===== config.mk =====
export PLATFORM = sky130hd
export DESIGN_NAME = c_subset_token_scanner
export DESIGN_NICKNAME = d
export VERILOG_FILES = /design/src/rtl/tss_pkg.sv /design/src/rtl/tss_scan.sv /design/src/rtl/tss_emit.sv /design/src/rtl/c_subset_token_scanner.sv
export SDC_FILE = /design/constraint.sdc
export NUM_CORES = 1
export LEC_CHECK = 0
export BUFFER_PORTS_ARGS = -buffer_cell sky130_fd_sc_hd__buf_2
export CAP_MARGIN = 0
export CORE_MARGIN = 5
export CORE_UTILIZATION = 40
export DETAILED_ROUTE_END_ITERATION = 7
export PLACE_DENSITY = 0.58
export SYNTH_ARGS = -nofsm -noshare
export SYNTH_HDL_FRONTEND = slang
export SYNTH_SLANG_ARGS = --single-unit

===== constraint.sdc =====
create_clock -name clk -period 37.4 [get_ports clk]
set_clock_uncertainty 0.1 [all_clocks]
set_input_delay 7.48 -clock clk [delete_from_list [all_inputs] [get_ports clk]]
set_output_delay 7.48 -clock clk [all_outputs]
set_load 0.05 [all_outputs]

===== src/rtl/tss_pkg.sv =====
`timescale 1ns / 1ps
// tss_pkg: shared types and constants for the C subset token scanner.
// Holds the beat structs of both channels, the token codes and the group
// record passed from the scan stage to the result emitter. No dependencies.
package tss_pkg;

	localparam int IDENT_MAX_DEF = 63;
	localparam int NAME_KEEP_DEF = 31;
	localparam int LINE_BITS_DEF = 24;

	localparam int CHUNK_MAX   = 4;
	localparam int CHUNK_BYTES = 8;
	localparam int NAME_BYTES  = CHUNK_MAX * CHUNK_BYTES;
	localparam int LEN_W       = 6;
	localparam int OUT_LINE_W  = 24;

	// item kinds
	localparam logic ITEM_CHAR = 1'b0;
	localparam logic ITEM_END  = 1'b1;

	// token codes
	localparam logic [4:0] TK_END    = 5'd0;
	localparam logic [4:0] TK_INT    = 5'd1;
	localparam logic [4:0] TK_RETURN = 5'd2;
	localparam logic [4:0] TK_IF     = 5'd3;
	localparam logic [4:0] TK_ELSE   = 5'd4;
	localparam logic [4:0] TK_WHILE  = 5'd5;
	localparam logic [4:0] TK_IDENT  = 5'd6;
	localparam logic [4:0] TK_NUMBER = 5'd7;
	localparam logic [4:0] TK_LBRACE = 5'd8;
	localparam logic [4:0] TK_RBRACE = 5'd9;
	localparam logic [4:0] TK_LPAREN = 5'd10;
	localparam logic [4:0] TK_RPAREN = 5'd11;
	localparam logic [4:0] TK_SEMI   = 5'd12;
	localparam logic [4:0] TK_COMMA  = 5'd13;
	localparam logic [4:0] TK_PLUS   = 5'd14;
	localparam logic [4:0] TK_MINUS  = 5'd15;
	localparam logic [4:0] TK_STAR   = 5'd16;
	localparam logic [4:0] TK_SLASH  = 5'd17;
	localparam logic [4:0] TK_PCT    = 5'd18;
	localparam logic [4:0] TK_ASSIGN = 5'd19;
	localparam logic [4:0] TK_EQ     = 5'd20;
	localparam logic [4:0] TK_BANG   = 5'd21;
	localparam logic [4:0] TK_NE     = 5'd22;
	localparam logic [4:0] TK_LT     = 5'd23;
	localparam logic [4:0] TK_LE     = 5'd24;
	localparam logic [4:0] TK_GT     = 5'd25;
	localparam logic [4:0] TK_GE     = 5'd26;
	localparam logic [4:0] TK_AND    = 5'd27;
	localparam logic [4:0] TK_OR     = 5'd28;

	typedef struct packed {
		logic       kind;
		logic [7:0] char_byte;
	} byte_item_t;

	typedef struct packed {
		logic [4:0]         token_kind;
		logic signed [31:0] number_value;
		logic [23:0]        token_line;
		logic [63:0]        name_chunk;
		logic [1:0]         chunk_index;
		logic [4:0]         name_length;
		logic               end_of_text;
		logic               last_of_input;
	} token_item_t;

	// up to two tokens per byte: a closed pending token, then a new one
	typedef struct packed {
		logic                    f_has;
		logic [4:0]              f_kind;
		logic [31:0]             f_value;
		logic [OUT_LINE_W-1:0]   f_line;
		logic [2:0]              f_chunks;
		logic [LEN_W-1:0]        f_len;
		logic [NAME_BYTES*8-1:0] f_name;
		logic                    s_has;
		logic [4:0]              s_kind;
		logic [OUT_LINE_W-1:0]   s_line;
		logic                    s_eot;
	} tok_group_t;

endpackage


===== src/rtl/tss_scan.sv =====
`timescale 1ns / 1ps
// tss_scan: scanner state and the single-pass next-state logic for one byte.
// Builds the token group for the emitter. Depends on tss_pkg.
module tss_scan import tss_pkg::*; #(
	parameter int IDENT_MAX = IDENT_MAX_DEF,
	parameter int NAME_KEEP = NAME_KEEP_DEF,
	parameter int LINE_BITS = LINE_BITS_DEF
) (
	input  logic       clk,
	input  logic       arst_n,
	input  logic       item_valid,
	input  byte_item_t item,
	input  logic       grp_free,
	output logic       item_done,
	output logic       grp_load,
	output tok_group_t grp
);

	localparam int CW  = $clog2(IDENT_MAX + 1);
	localparam int NI  = $clog2(NAME_KEEP);
	localparam int XW  = (CW > NI + 1) ? CW : NI + 1;
	localparam int LXW = (LINE_BITS > OUT_LINE_W) ? LINE_BITS : OUT_LINE_W;

	typedef enum logic [3:0] {
		M_IDLE, M_IDENT, M_NUM, M_COMMENT, M_SLASH,
		M_EQ, M_BANG, M_LT, M_GT, M_AMP, M_BAR
	} mode_t;

	mode_t                mode_q, mode_d;
	logic [7:0]           name_q [NAME_KEEP];
	logic [CW-1:0]        count_q, count_d;
	logic [31:0]          accum_q, accum_d;
	logic [LINE_BITS-1:0] line_q, line_d;
	logic [LINE_BITS-1:0] start_q, start_d;

	logic [7:0]            c;
	logic                  at_end, c_letter, c_decdig, is_blank;
	logic [3:0]            digit;
	logic [XW-1:0]         count_x, len_x;
	logic [LEN_W-1:0]      len;
	logic [6:0]            chunks_w;
	logic [2:0]            chunks;
	logic                  kw_int, kw_return, kw_if, kw_else, kw_while;
	logic [LXW-1:0]        line_ext, start_ext;
	logic [NAME_BYTES*8-1:0] name_flat;

	logic          name_we;
	logic [NI-1:0] name_wa;
	logic          consumed, is_op;
	logic [4:0]    op_single, op_pair;
	logic [7:0]    op_second;
	logic          f_has, s_has, s_eot;
	logic [4:0]    f_kind, s_kind;
	logic [31:0]   f_value;
	logic [2:0]    f_chunks;
	logic          grp_empty;

	for (genvar gi = 0; gi < NAME_BYTES; gi++) begin : g_copy
		if (gi < NAME_KEEP) begin : g_keep
			assign name_flat[gi*8 +: 8] = name_q[gi];
		end else begin : g_zero
			assign name_flat[gi*8 +: 8] = 8'h00;
		end
	end

	always_comb begin
		c        = item.char_byte;
		at_end   = (item.kind == ITEM_END) || (c == 8'h00);
		c_letter = (c >= "a" && c <= "z") || (c >= "A" && c <= "Z") || c == "_";
		c_decdig = c >= "0" && c <= "9";
		is_blank = c == " " || c == 8'h09 || c == 8'h0D || c == 8'h0A;
		digit    = 4'(c - "0");
		count_x  = XW'(count_q);
		len_x    = (count_x < XW'(NAME_KEEP)) ? count_x : XW'(NAME_KEEP);
		len      = LEN_W'(len_x);
		chunks_w = (7'(len) + 7'd7) >> 3;
		chunks   = (chunks_w > 7'd4) ? 3'd4 : chunks_w[2:0];
		line_ext  = LXW'(line_q);
		start_ext = LXW'(start_q);
		kw_int    = count_x == XW'(3) && name_q[0] == "i" && name_q[1] == "n"
			&& name_q[2] == "t";
		kw_return = count_x == XW'(6) && name_q[0] == "r" && name_q[1] == "e"
			&& name_q[2] == "t" && name_q[3] == "u" && name_q[4] == "r"
			&& name_q[5] == "n";
		kw_if     = count_x == XW'(2) && name_q[0] == "i" && name_q[1] == "f";
		kw_else   = count_x == XW'(4) && name_q[0] == "e" && name_q[1] == "l"
			&& name_q[2] == "s" && name_q[3] == "e";
		kw_while  = count_x == XW'(5) && name_q[0] == "w" && name_q[1] == "h"
			&& name_q[2] == "i" && name_q[3] == "l" && name_q[4] == "e";
	end

	always_comb begin
		mode_d    = mode_q;
		count_d   = count_q;
		accum_d   = accum_q;
		line_d    = line_q;
		start_d   = start_q;
		name_we   = 1'b0;
		name_wa   = count_x[NI-1:0];
		consumed  = 1'b0;
		is_op     = 1'b0;
		op_single = TK_END;
		op_pair   = TK_END;
		op_second = "=";
		f_has     = 1'b0;
		f_kind    = TK_END;
		f_value   = '0;
		f_chunks  = '0;
		s_has     = 1'b0;
		s_kind    = TK_END;
		s_eot     = 1'b0;

		// close the pending token
		unique case (mode_q)
			M_IDENT: begin
				if (!at_end && (c_letter || c_decdig) && count_x < XW'(IDENT_MAX)) begin
					consumed = 1'b1;
					count_d  = CW'(count_q + 1'b1);
					name_we  = count_x < XW'(NAME_KEEP);
				end else begin
					f_has = 1'b1;
					priority if (kw_int) begin
						f_kind = TK_INT;
					end else if (kw_return) begin
						f_kind = TK_RETURN;
					end else if (kw_if) begin
						f_kind = TK_IF;
					end else if (kw_else) begin
						f_kind = TK_ELSE;
					end else if (kw_while) begin
						f_kind = TK_WHILE;
					end else begin
						f_kind   = TK_IDENT;
						f_chunks = chunks;
					end
				end
			end
			M_NUM: begin
				if (!at_end && c_decdig) begin
					consumed = 1'b1;
					accum_d  = (accum_q << 3) + (accum_q << 1) + 32'(digit);
				end else begin
					f_has   = 1'b1;
					f_kind  = TK_NUMBER;
					f_value = accum_q;
				end
			end
			M_COMMENT: begin
				consumed = !at_end && c != 8'h0A;
			end
			M_SLASH: begin
				if (!at_end && c == "/") begin
					consumed = 1'b1;
					mode_d   = M_COMMENT;
				end else begin
					f_has  = 1'b1;
					f_kind = TK_SLASH;
				end
			end
			M_EQ: begin
				is_op = 1'b1; op_single = TK_ASSIGN; op_pair = TK_EQ;
			end
			M_BANG: begin
				is_op = 1'b1; op_single = TK_BANG; op_pair = TK_NE;
			end
			M_LT: begin
				is_op = 1'b1; op_single = TK_LT; op_pair = TK_LE;
			end
			M_GT: begin
				is_op = 1'b1; op_single = TK_GT; op_pair = TK_GE;
			end
			M_AMP: begin
				is_op = 1'b1; op_pair = TK_AND; op_second = "&";
			end
			M_BAR: begin
				is_op = 1'b1; op_pair = TK_OR; op_second = "|";
			end
			default: begin
			end
		endcase

		if (is_op) begin
			f_has = 1'b1;
			if (!at_end && c == op_second) begin
				consumed = 1'b1;
				f_kind   = op_pair;
				mode_d   = M_IDLE;
			end else begin
				f_kind = op_single;
			end
		end

		if (at_end) begin
			s_has   = 1'b1;
			s_kind  = TK_END;
			s_eot   = 1'b1;
			mode_d  = M_IDLE;
			count_d = '0;
			accum_d = '0;
			line_d  = LINE_BITS'(1);
			start_d = LINE_BITS'(1);
		end else if (!consumed) begin
			// scan the byte from the idle state
			mode_d = M_IDLE;
			if (is_blank) begin
				if (c == 8'h0A && !(&line_q))
					line_d = line_q + 1'b1;
			end else begin
				start_d = line_q;
				if (c_letter) begin
					mode_d  = M_IDENT;
					name_we = 1'b1;
					name_wa = '0;
					count_d = CW'(1);
				end else if (c_decdig) begin
					mode_d  = M_NUM;
					accum_d = 32'(digit);
				end else begin
					unique case (c)
						"/": mode_d = M_SLASH;
						"=": mode_d = M_EQ;
						"!": mode_d = M_BANG;
						"<": mode_d = M_LT;
						">": mode_d = M_GT;
						"&": mode_d = M_AMP;
						"|": mode_d = M_BAR;
						"{": begin s_has = 1'b1; s_kind = TK_LBRACE; end
						"}": begin s_has = 1'b1; s_kind = TK_RBRACE; end
						"(": begin s_has = 1'b1; s_kind = TK_LPAREN; end
						")": begin s_has = 1'b1; s_kind = TK_RPAREN; end
						";": begin s_has = 1'b1; s_kind = TK_SEMI; end
						",": begin s_has = 1'b1; s_kind = TK_COMMA; end
						"+": begin s_has = 1'b1; s_kind = TK_PLUS; end
						"-": begin s_has = 1'b1; s_kind = TK_MINUS; end
						"*": begin s_has = 1'b1; s_kind = TK_STAR; end
						"%": begin s_has = 1'b1; s_kind = TK_PCT; end
						default: begin s_has = 1'b1; s_kind = TK_END; end
					endcase
				end
			end
		end
	end

	always_comb begin
		grp.f_has    = f_has;
		grp.f_kind   = f_kind;
		grp.f_value  = f_value;
		grp.f_line   = start_ext[OUT_LINE_W-1:0];
		grp.f_chunks = f_chunks;
		grp.f_len    = len;
		grp.f_name   = name_flat;
		grp.s_has    = s_has;
		grp.s_kind   = s_kind;
		grp.s_line   = line_ext[OUT_LINE_W-1:0];
		grp.s_eot    = s_eot;
		grp_empty    = !f_has && !s_has;
		item_done    = item_valid && (grp_empty || grp_free);
		grp_load     = item_done && !grp_empty;
	end

	always_ff @(posedge clk or negedge arst_n) begin
		if (!arst_n) begin
			mode_q  <= M_IDLE;
			count_q <= '0;
			accum_q <= '0;
			line_q  <= LINE_BITS'(1);
			start_q <= LINE_BITS'(1);
		end else if (item_done) begin
			mode_q  <= mode_d;
			count_q <= count_d;
			accum_q <= accum_d;
			line_q  <= line_d;
			start_q <= start_d;
		end
	end

	always_ff @(posedge clk) begin
		if (item_done && name_we)
			name_q[name_wa] <= c;
	end

`ifndef ASSERT_OFF
	a_end_resets: assert property (@(posedge clk) disable iff (!arst_n)
		item_done && at_end |=> mode_q == M_IDLE && line_q == LINE_BITS'(1))
		else $error("scanner not back to idle after end of text");
	a_line_nonzero: assert property (@(posedge clk) disable iff (!arst_n)
		line_q != '0 && start_q != '0)
		else $error("line counter reached zero");
`endif

endmodule


===== src/rtl/tss_emit.sv =====
`timescale 1ns / 1ps
// tss_emit: result register holding one token group, drained one beat per cycle
// while not stalled (first token or its name chunks, then the trailing token). Depends on tss_pkg.
module tss_emit import tss_pkg::*; (
	input  logic        clk,
	input  logic        arst_n,
	input  logic        grp_load,
	input  tok_group_t  grp,
	output logic        grp_free,
	output logic        token_valid,
	input  logic        token_stall,
	output token_item_t token_item
);

	tok_group_t  grp_q;
	logic        valid_q;
	logic [2:0]  beat_q;

	logic [2:0]  n_first, total;
	logic        last, in_first, is_chunk, take, done;
	logic [63:0] raw_chunk, chunk;
	logic [4:0]  pos;

	always_comb begin
		n_first  = !grp_q.f_has ? 3'd0 : ((grp_q.f_chunks != 3'd0) ? grp_q.f_chunks : 3'd1);
		total    = n_first + {2'b00, grp_q.s_has};
		last     = beat_q == total - 3'd1;
		in_first = beat_q < n_first;
		is_chunk = in_first && grp_q.f_chunks != 3'd0;
		raw_chunk = grp_q.f_name[{beat_q[1:0], 6'b000000} +: 64];
		chunk    = '0;
		for (int b = 0; b < CHUNK_BYTES; b++) begin
			pos = {beat_q[1:0], 3'(b)};
			if ({1'b0, pos} < grp_q.f_len)
				chunk[b*8 +: 8] = raw_chunk[b*8 +: 8];
		end
		take     = valid_q && !token_stall;
		done     = take && last;
		grp_free = !valid_q || done;

		token_valid              = valid_q;
		token_item.token_kind    = in_first ? grp_q.f_kind : grp_q.s_kind;
		token_item.number_value  = in_first ? $signed(grp_q.f_value) : 32'sd0;
		token_item.token_line    = in_first ? grp_q.f_line : grp_q.s_line;
		token_item.name_chunk    = is_chunk ? chunk : 64'd0;
		token_item.chunk_index   = is_chunk ? beat_q[1:0] : 2'd0;
		token_item.name_length   = is_chunk ? grp_q.f_len[4:0] : 5'd0;
		token_item.end_of_text   = !in_first && grp_q.s_eot;
		token_item.last_of_input = last;
	end

	always_ff @(posedge clk or negedge arst_n) begin
		if (!arst_n) begin
			valid_q <= 1'b0;
			beat_q  <= '0;
		end else if (grp_load) begin
			valid_q <= 1'b1;
			beat_q  <= '0;
		end else if (done) begin
			valid_q <= 1'b0;
			beat_q  <= '0;
		end else if (take) begin
			beat_q <= beat_q + 3'd1;
		end
	end

	always_ff @(posedge clk) begin
		if (grp_load)
			grp_q <= grp;
	end

`ifndef ASSERT_OFF
	a_load_free: assert property (@(posedge clk) disable iff (!arst_n)
		grp_load |-> grp_free)
		else $error("group loaded over an undrained group");
	a_beat_range: assert property (@(posedge clk) disable iff (!arst_n)
		valid_q |-> beat_q < total)
		else $error("beat counter past end of group");
	a_done_clears: assert property (@(posedge clk) disable iff (!arst_n)
		done && !grp_load |=> !valid_q)
		else $error("result register still valid after last beat");
`endif

endmodule


===== src/rtl/c_subset_token_scanner.sv =====
`timescale 1ns / 1ps
// c_subset_token_scanner: top level of the C subset token scanner.
// Input register, scan stage (tss_scan) and result emitter (tss_emit); tss_pkg.
//
// Usage:
//   byte channel (byte_valid, byte_stall, byte_item): one source byte per beat,
//   or an end-of-text beat (kind set, or a zero byte).
//   token channel (token_valid, token_stall, token_item): one token per beat;
//   identifiers take one beat per 8-byte name chunk, at most four.
//   last_of_input marks the final beat caused by a source byte.
// Path: a byte is held in the input register, scanned by tss_scan, and its
//   first result beat is presented from the result register in tss_emit.
// Throughput: one byte per cycle while each byte causes at most one token and
//   token_stall is low. A byte that causes k token beats holds the result register
//   until all k are taken (k up to 5: four name chunks plus a punctuation or end
//   token); bytes that cause nothing pass even while the result register is busy.
// Stall: while token_stall is high the current token beat holds; the input
//   register holds one byte more, then byte_stall rises.
// Reset: arst_n clears scanner state; line count restarts at 1, nothing
//   valid on either side. An end-of-text beat also returns the scanner to
//   this state after flushing the pending token.
module c_subset_token_scanner import tss_pkg::*; #(
	parameter int IDENT_MAX = IDENT_MAX_DEF,
	parameter int NAME_KEEP = NAME_KEEP_DEF,
	parameter int LINE_BITS = LINE_BITS_DEF
) (
	input  logic        clk,
	input  logic        arst_n,
	input  logic        byte_valid,
	output logic        byte_stall,
	input  byte_item_t  byte_item,
	output logic        token_valid,
	input  logic        token_stall,
	output token_item_t token_item
);

	byte_item_t item_s1;
	logic       valid_s1;
	logic       item_done, grp_load, grp_free, accept;
	tok_group_t grp;

	assign byte_stall = valid_s1 && !item_done;
	assign accept     = byte_valid && !byte_stall;

	always_ff @(posedge clk or negedge arst_n) begin
		if (!arst_n) begin
			valid_s1 <= 1'b0;
		end else if (accept) begin
			valid_s1 <= 1'b1;
		end else if (item_done) begin
			valid_s1 <= 1'b0;
		end
	end

	always_ff @(posedge clk) begin
		if (accept)
			item_s1 <= byte_item;
	end

	tss_scan #(
		.IDENT_MAX (IDENT_MAX),
		.NAME_KEEP (NAME_KEEP),
		.LINE_BITS (LINE_BITS)
	) u_scan (
		.clk        (clk),
		.arst_n     (arst_n),
		.item_valid (valid_s1),
		.item       (item_s1),
		.grp_free   (grp_free),
		.item_done  (item_done),
		.grp_load   (grp_load),
		.grp        (grp)
	);

	tss_emit u_emit (
		.clk         (clk),
		.arst_n      (arst_n),
		.grp_load    (grp_load),
		.grp         (grp),
		.grp_free    (grp_free),
		.token_valid (token_valid),
		.token_stall (token_stall),
		.token_item  (token_item)
	);

endmodule


==> metrics.md <==
| Metric | Value |
|---|---|
| Outcome | finished clean |
| Num Clock Sinks | 702 |
| Post-synth EDFFs | 607 |
| Worst-path clk slew | 0.06 ns |
| Worst path arrival time | 9.13 ns |
| Final Hold Fails | 0 |
| Metal-1 WL | around 27,000 microns |
| Unique masters post-synth | 80 |
| WL met3 | 3510 microns |
| Critical Path Fanout Max | 9 |
| Reg2Reg Launch Point | item_s1[5] |
| N_diodes | 0 |
| R2r setup slk | 31.73 ns |
| Die W | 279 microns |
| Total grt overflow | 0 |
| Largest delay contributor family on the critical path | simple AND/OR/NAND/NOR gates |
| CP required | 29.82 ns |
| Max clock buf depth | 3 |
| WL/cell | 21.3 microns |
| Setup TNS | 0 ns |
| Syn Std Cell Area | 29,000 sq um |
| CTS buffer count | 73 |
| Row count | 98 |
| Period utilisation layout | 0.447 |
| Top Layer Used | met4 |
| Drt initial violations | 1,352 |
| Number of global-route vias before repair | ~17,000 |
| First-pass GRT wire length | roughly 99,000 microns |
| RSZ-0062 raised after global routing | no |
| Minimum clock period | 16.71 ns |
| Final Slew Violations | 0 |
| CTS tree | done |
| Die Y-Extent | 279 microns |
| Synth Net Count | 1,931 |
| R2R cell count | 10 |
| Syn avg cell area | 15.7 sq um |
| Peak Freq | 59.9 MHz |
| Worst Tran Pin Value | 1.25 ns |
| Worst slack, placed | 20.62 ns |
| Die area | a little under 80,000 sq um |
| Crit. End Element | output port |
| Share of cells above drive strength 1 | 0.188 |
| Register area share after synthesis | 0.712 |
| Detailed-route DRC error count | 0 |
| Area of the core | 71,600 sq um |
| Post-CTS sizing | 0 |
| Number of cells on the worst hold path | 0 |
| Master of the slowest instance on the critical path | nor3b_1 |
| Pin count of the biggest net entering global routing | 165 |
| Commonest non-fill, non-tap cell in the layout | edfxtp_1 |
| Ports | 149 |
| Critical path buffer and inverter count | 2 |
| Yosys warnings | 0 |
| Placed wire-length estimate | 41,200 microns |
| Max transition margin | 0.166 |
| Maxcap violations | 0 |
| Startpoint types | input port |
| Area grow syn2layout | 14.7% |
| Endpoints failing setup | 0 |
| Root buffer cell | clkbuf_16 |
| CTS Hold Bufs | 0 |
| WS Path Type | input port to output port |
| H-tree depth | 3 |
| Cell repeated most along the worst path | buf_2 |
| Asr flop ratio synth | 0.135 |
| CP Cell Sequence | buf_2, o21ai_1, nor3b_1, buf_2 |
| Final WS setup | approximately 21 ns |
| Initial core utilization | 0.404 |
| Post-Route WL | 64,500 microns |
| Primary FF master, synth | edfxtp_1 |
| Gr usage total | 0.164 |
| Fillers | 6,271 |
| PortBufs | 148 |
| Slowest cell delay on critical path | just under 0.9 ns |
| Drt via density | 5.35 |
| Hold Crit Start | u_scan.name_q[8][3] |
| Pre-Repair DR Iteration Count | 5 |
| Critical R2R Capture | u_emit.grp_q[112] |
| Hold EP | u_emit.grp_q[98] |
| Min-delay worst type | flip-flop to flip-flop |
| Setup bufs post-CTS | 0 |
| Met2 wire length | 32,600 microns |
| Vias post-DR | 16,200 |
| Post-synthesis register bit count | roughly 700 |
| Gate Count Post-Synth | 1,845 |
| Routability-driven placement congestion ratio | 0.867 |
| Clk_lat worst skew | 0.62 ns |
| Nets | ~2,100 |
| Most frequent cells in the layout | edfxtp_1 (607), buf_2 (147), nor2_1 (133) |
| Number of antenna violations at the first check in global routing | 0 |
| Final antenna-violating net count | 0 |
## synthesized netlist by cell type, drive strengths merged, types with 14 or more instances
cell / n / area [sq um]
edfxtp: 607 / 18200
nor2: 135 / 507
dfrtp: 93 / 2330
and2: 85 / 532
o21ai: 73 / 365
ha: 71 / 888
nand2: 71 / 267
clkbuf: 59 / 223
nor2b: 58 / 363
mux4: 56 / 1260
a21oi: 54 / 270
mux2i: 36 / 360
inv: 31 / 116
mux2: 30 / 338
nand3: 28 / 140
nor3: 28 / 140
a22o: 24 / 210
nand4: 20 / 125
nand2b: 19 / 119
or3: 18 / 113
xnor2: 17 / 149
o21a: 16 / 120
and3: 14 / 87.6
buf: 14 / 76.3
o31ai: 14 / 105
## through the flow
stage	cell area [sq um]	cells	utilization	hold WS [ns]
floorplan	29000	1845	-	0.300
global placement	30900	2900	0.431	0.301
detailed placement	30900	2900	0.431	0.305
CTS	33200	3034	0.464	0.310
global route	33200	3034	0.464	0.314
finish	33200	3034	0.464	0.314
## cell type report
type	instances	area (sq um)	area share
timing repair buffer	178	981	0.0295
clock inverter	40	398	0.0120
clock buffer	94	1970	0.0592
multi-input combinational	1039	7970	0.240
tap	950	1190	0.0358
inverter	31	116	0.00350
sequential	702	20600	0.620
## logic make-up (layout without fill, tap and decap cells)
family,after synthesis,count (layout),synth area share
multiplexers,122,122,0.0677
flip-flops,702,702,0.712
AND/OR/NAND/NOR,545,545,0.102
AO/OA/AOI/OAI,268,268,0.0635
buffers and inverters,104,343,0.0143
XOR/XNOR,30,30,0.00907
adder cells (fa/ha/maj),73,73,0.0321
other,1,1,0.000129
## sequential cells by signal, summed over array words and instances, names as in the netlist
register	count
item_s1	9
u_emit.beat_q	3
u_emit.grp_q	350
u_emit.token_valid	1
u_scan.accum_q	32
u_scan.count_q	6
u_scan.line_ext	24
u_scan.mode_q	4
u_scan.name_q	248
u_scan.start_ext	24
valid_s1	1
## worst register-to-register path, cell delays in order, from the launching register on
cell and delay, ns:
edfxtp_1 0.32, buf_4 0.40, nor3b_2 0.46, nand3_1 0.32, nor3_1 0.61, nor4b_1 0.23, a311oi_4 0.62, o21ai_1 0.23
nor2_4 0.19, buf_12 0.58, buf_4 1.12
## layer usage
metal | vias up | GRT usage
met5 | - | 0
met4 | 0 | 0.0494
met3 | 111 | 0.0354
met2 | 455 | 0.283
met1 | 8167 | 0.208
li1 | 7489 | -
## worst max-delay path by stage
stage                           start  cells after the start              end
after floorplan           token_stall                      4  u_emit.grp_q[0]
after global placement    token_stall                      4       byte_stall
after detailed placement  token_stall                      4       byte_stall
after CTS                 token_stall                      4       byte_stall
after global routing      token_stall                      4       byte_stall
final                     token_stall                      4       byte_stall
Power is left out: the tool's default activity adds up to more than one toggle a clock period on the data nets, which glitch-free logic cannot reach.
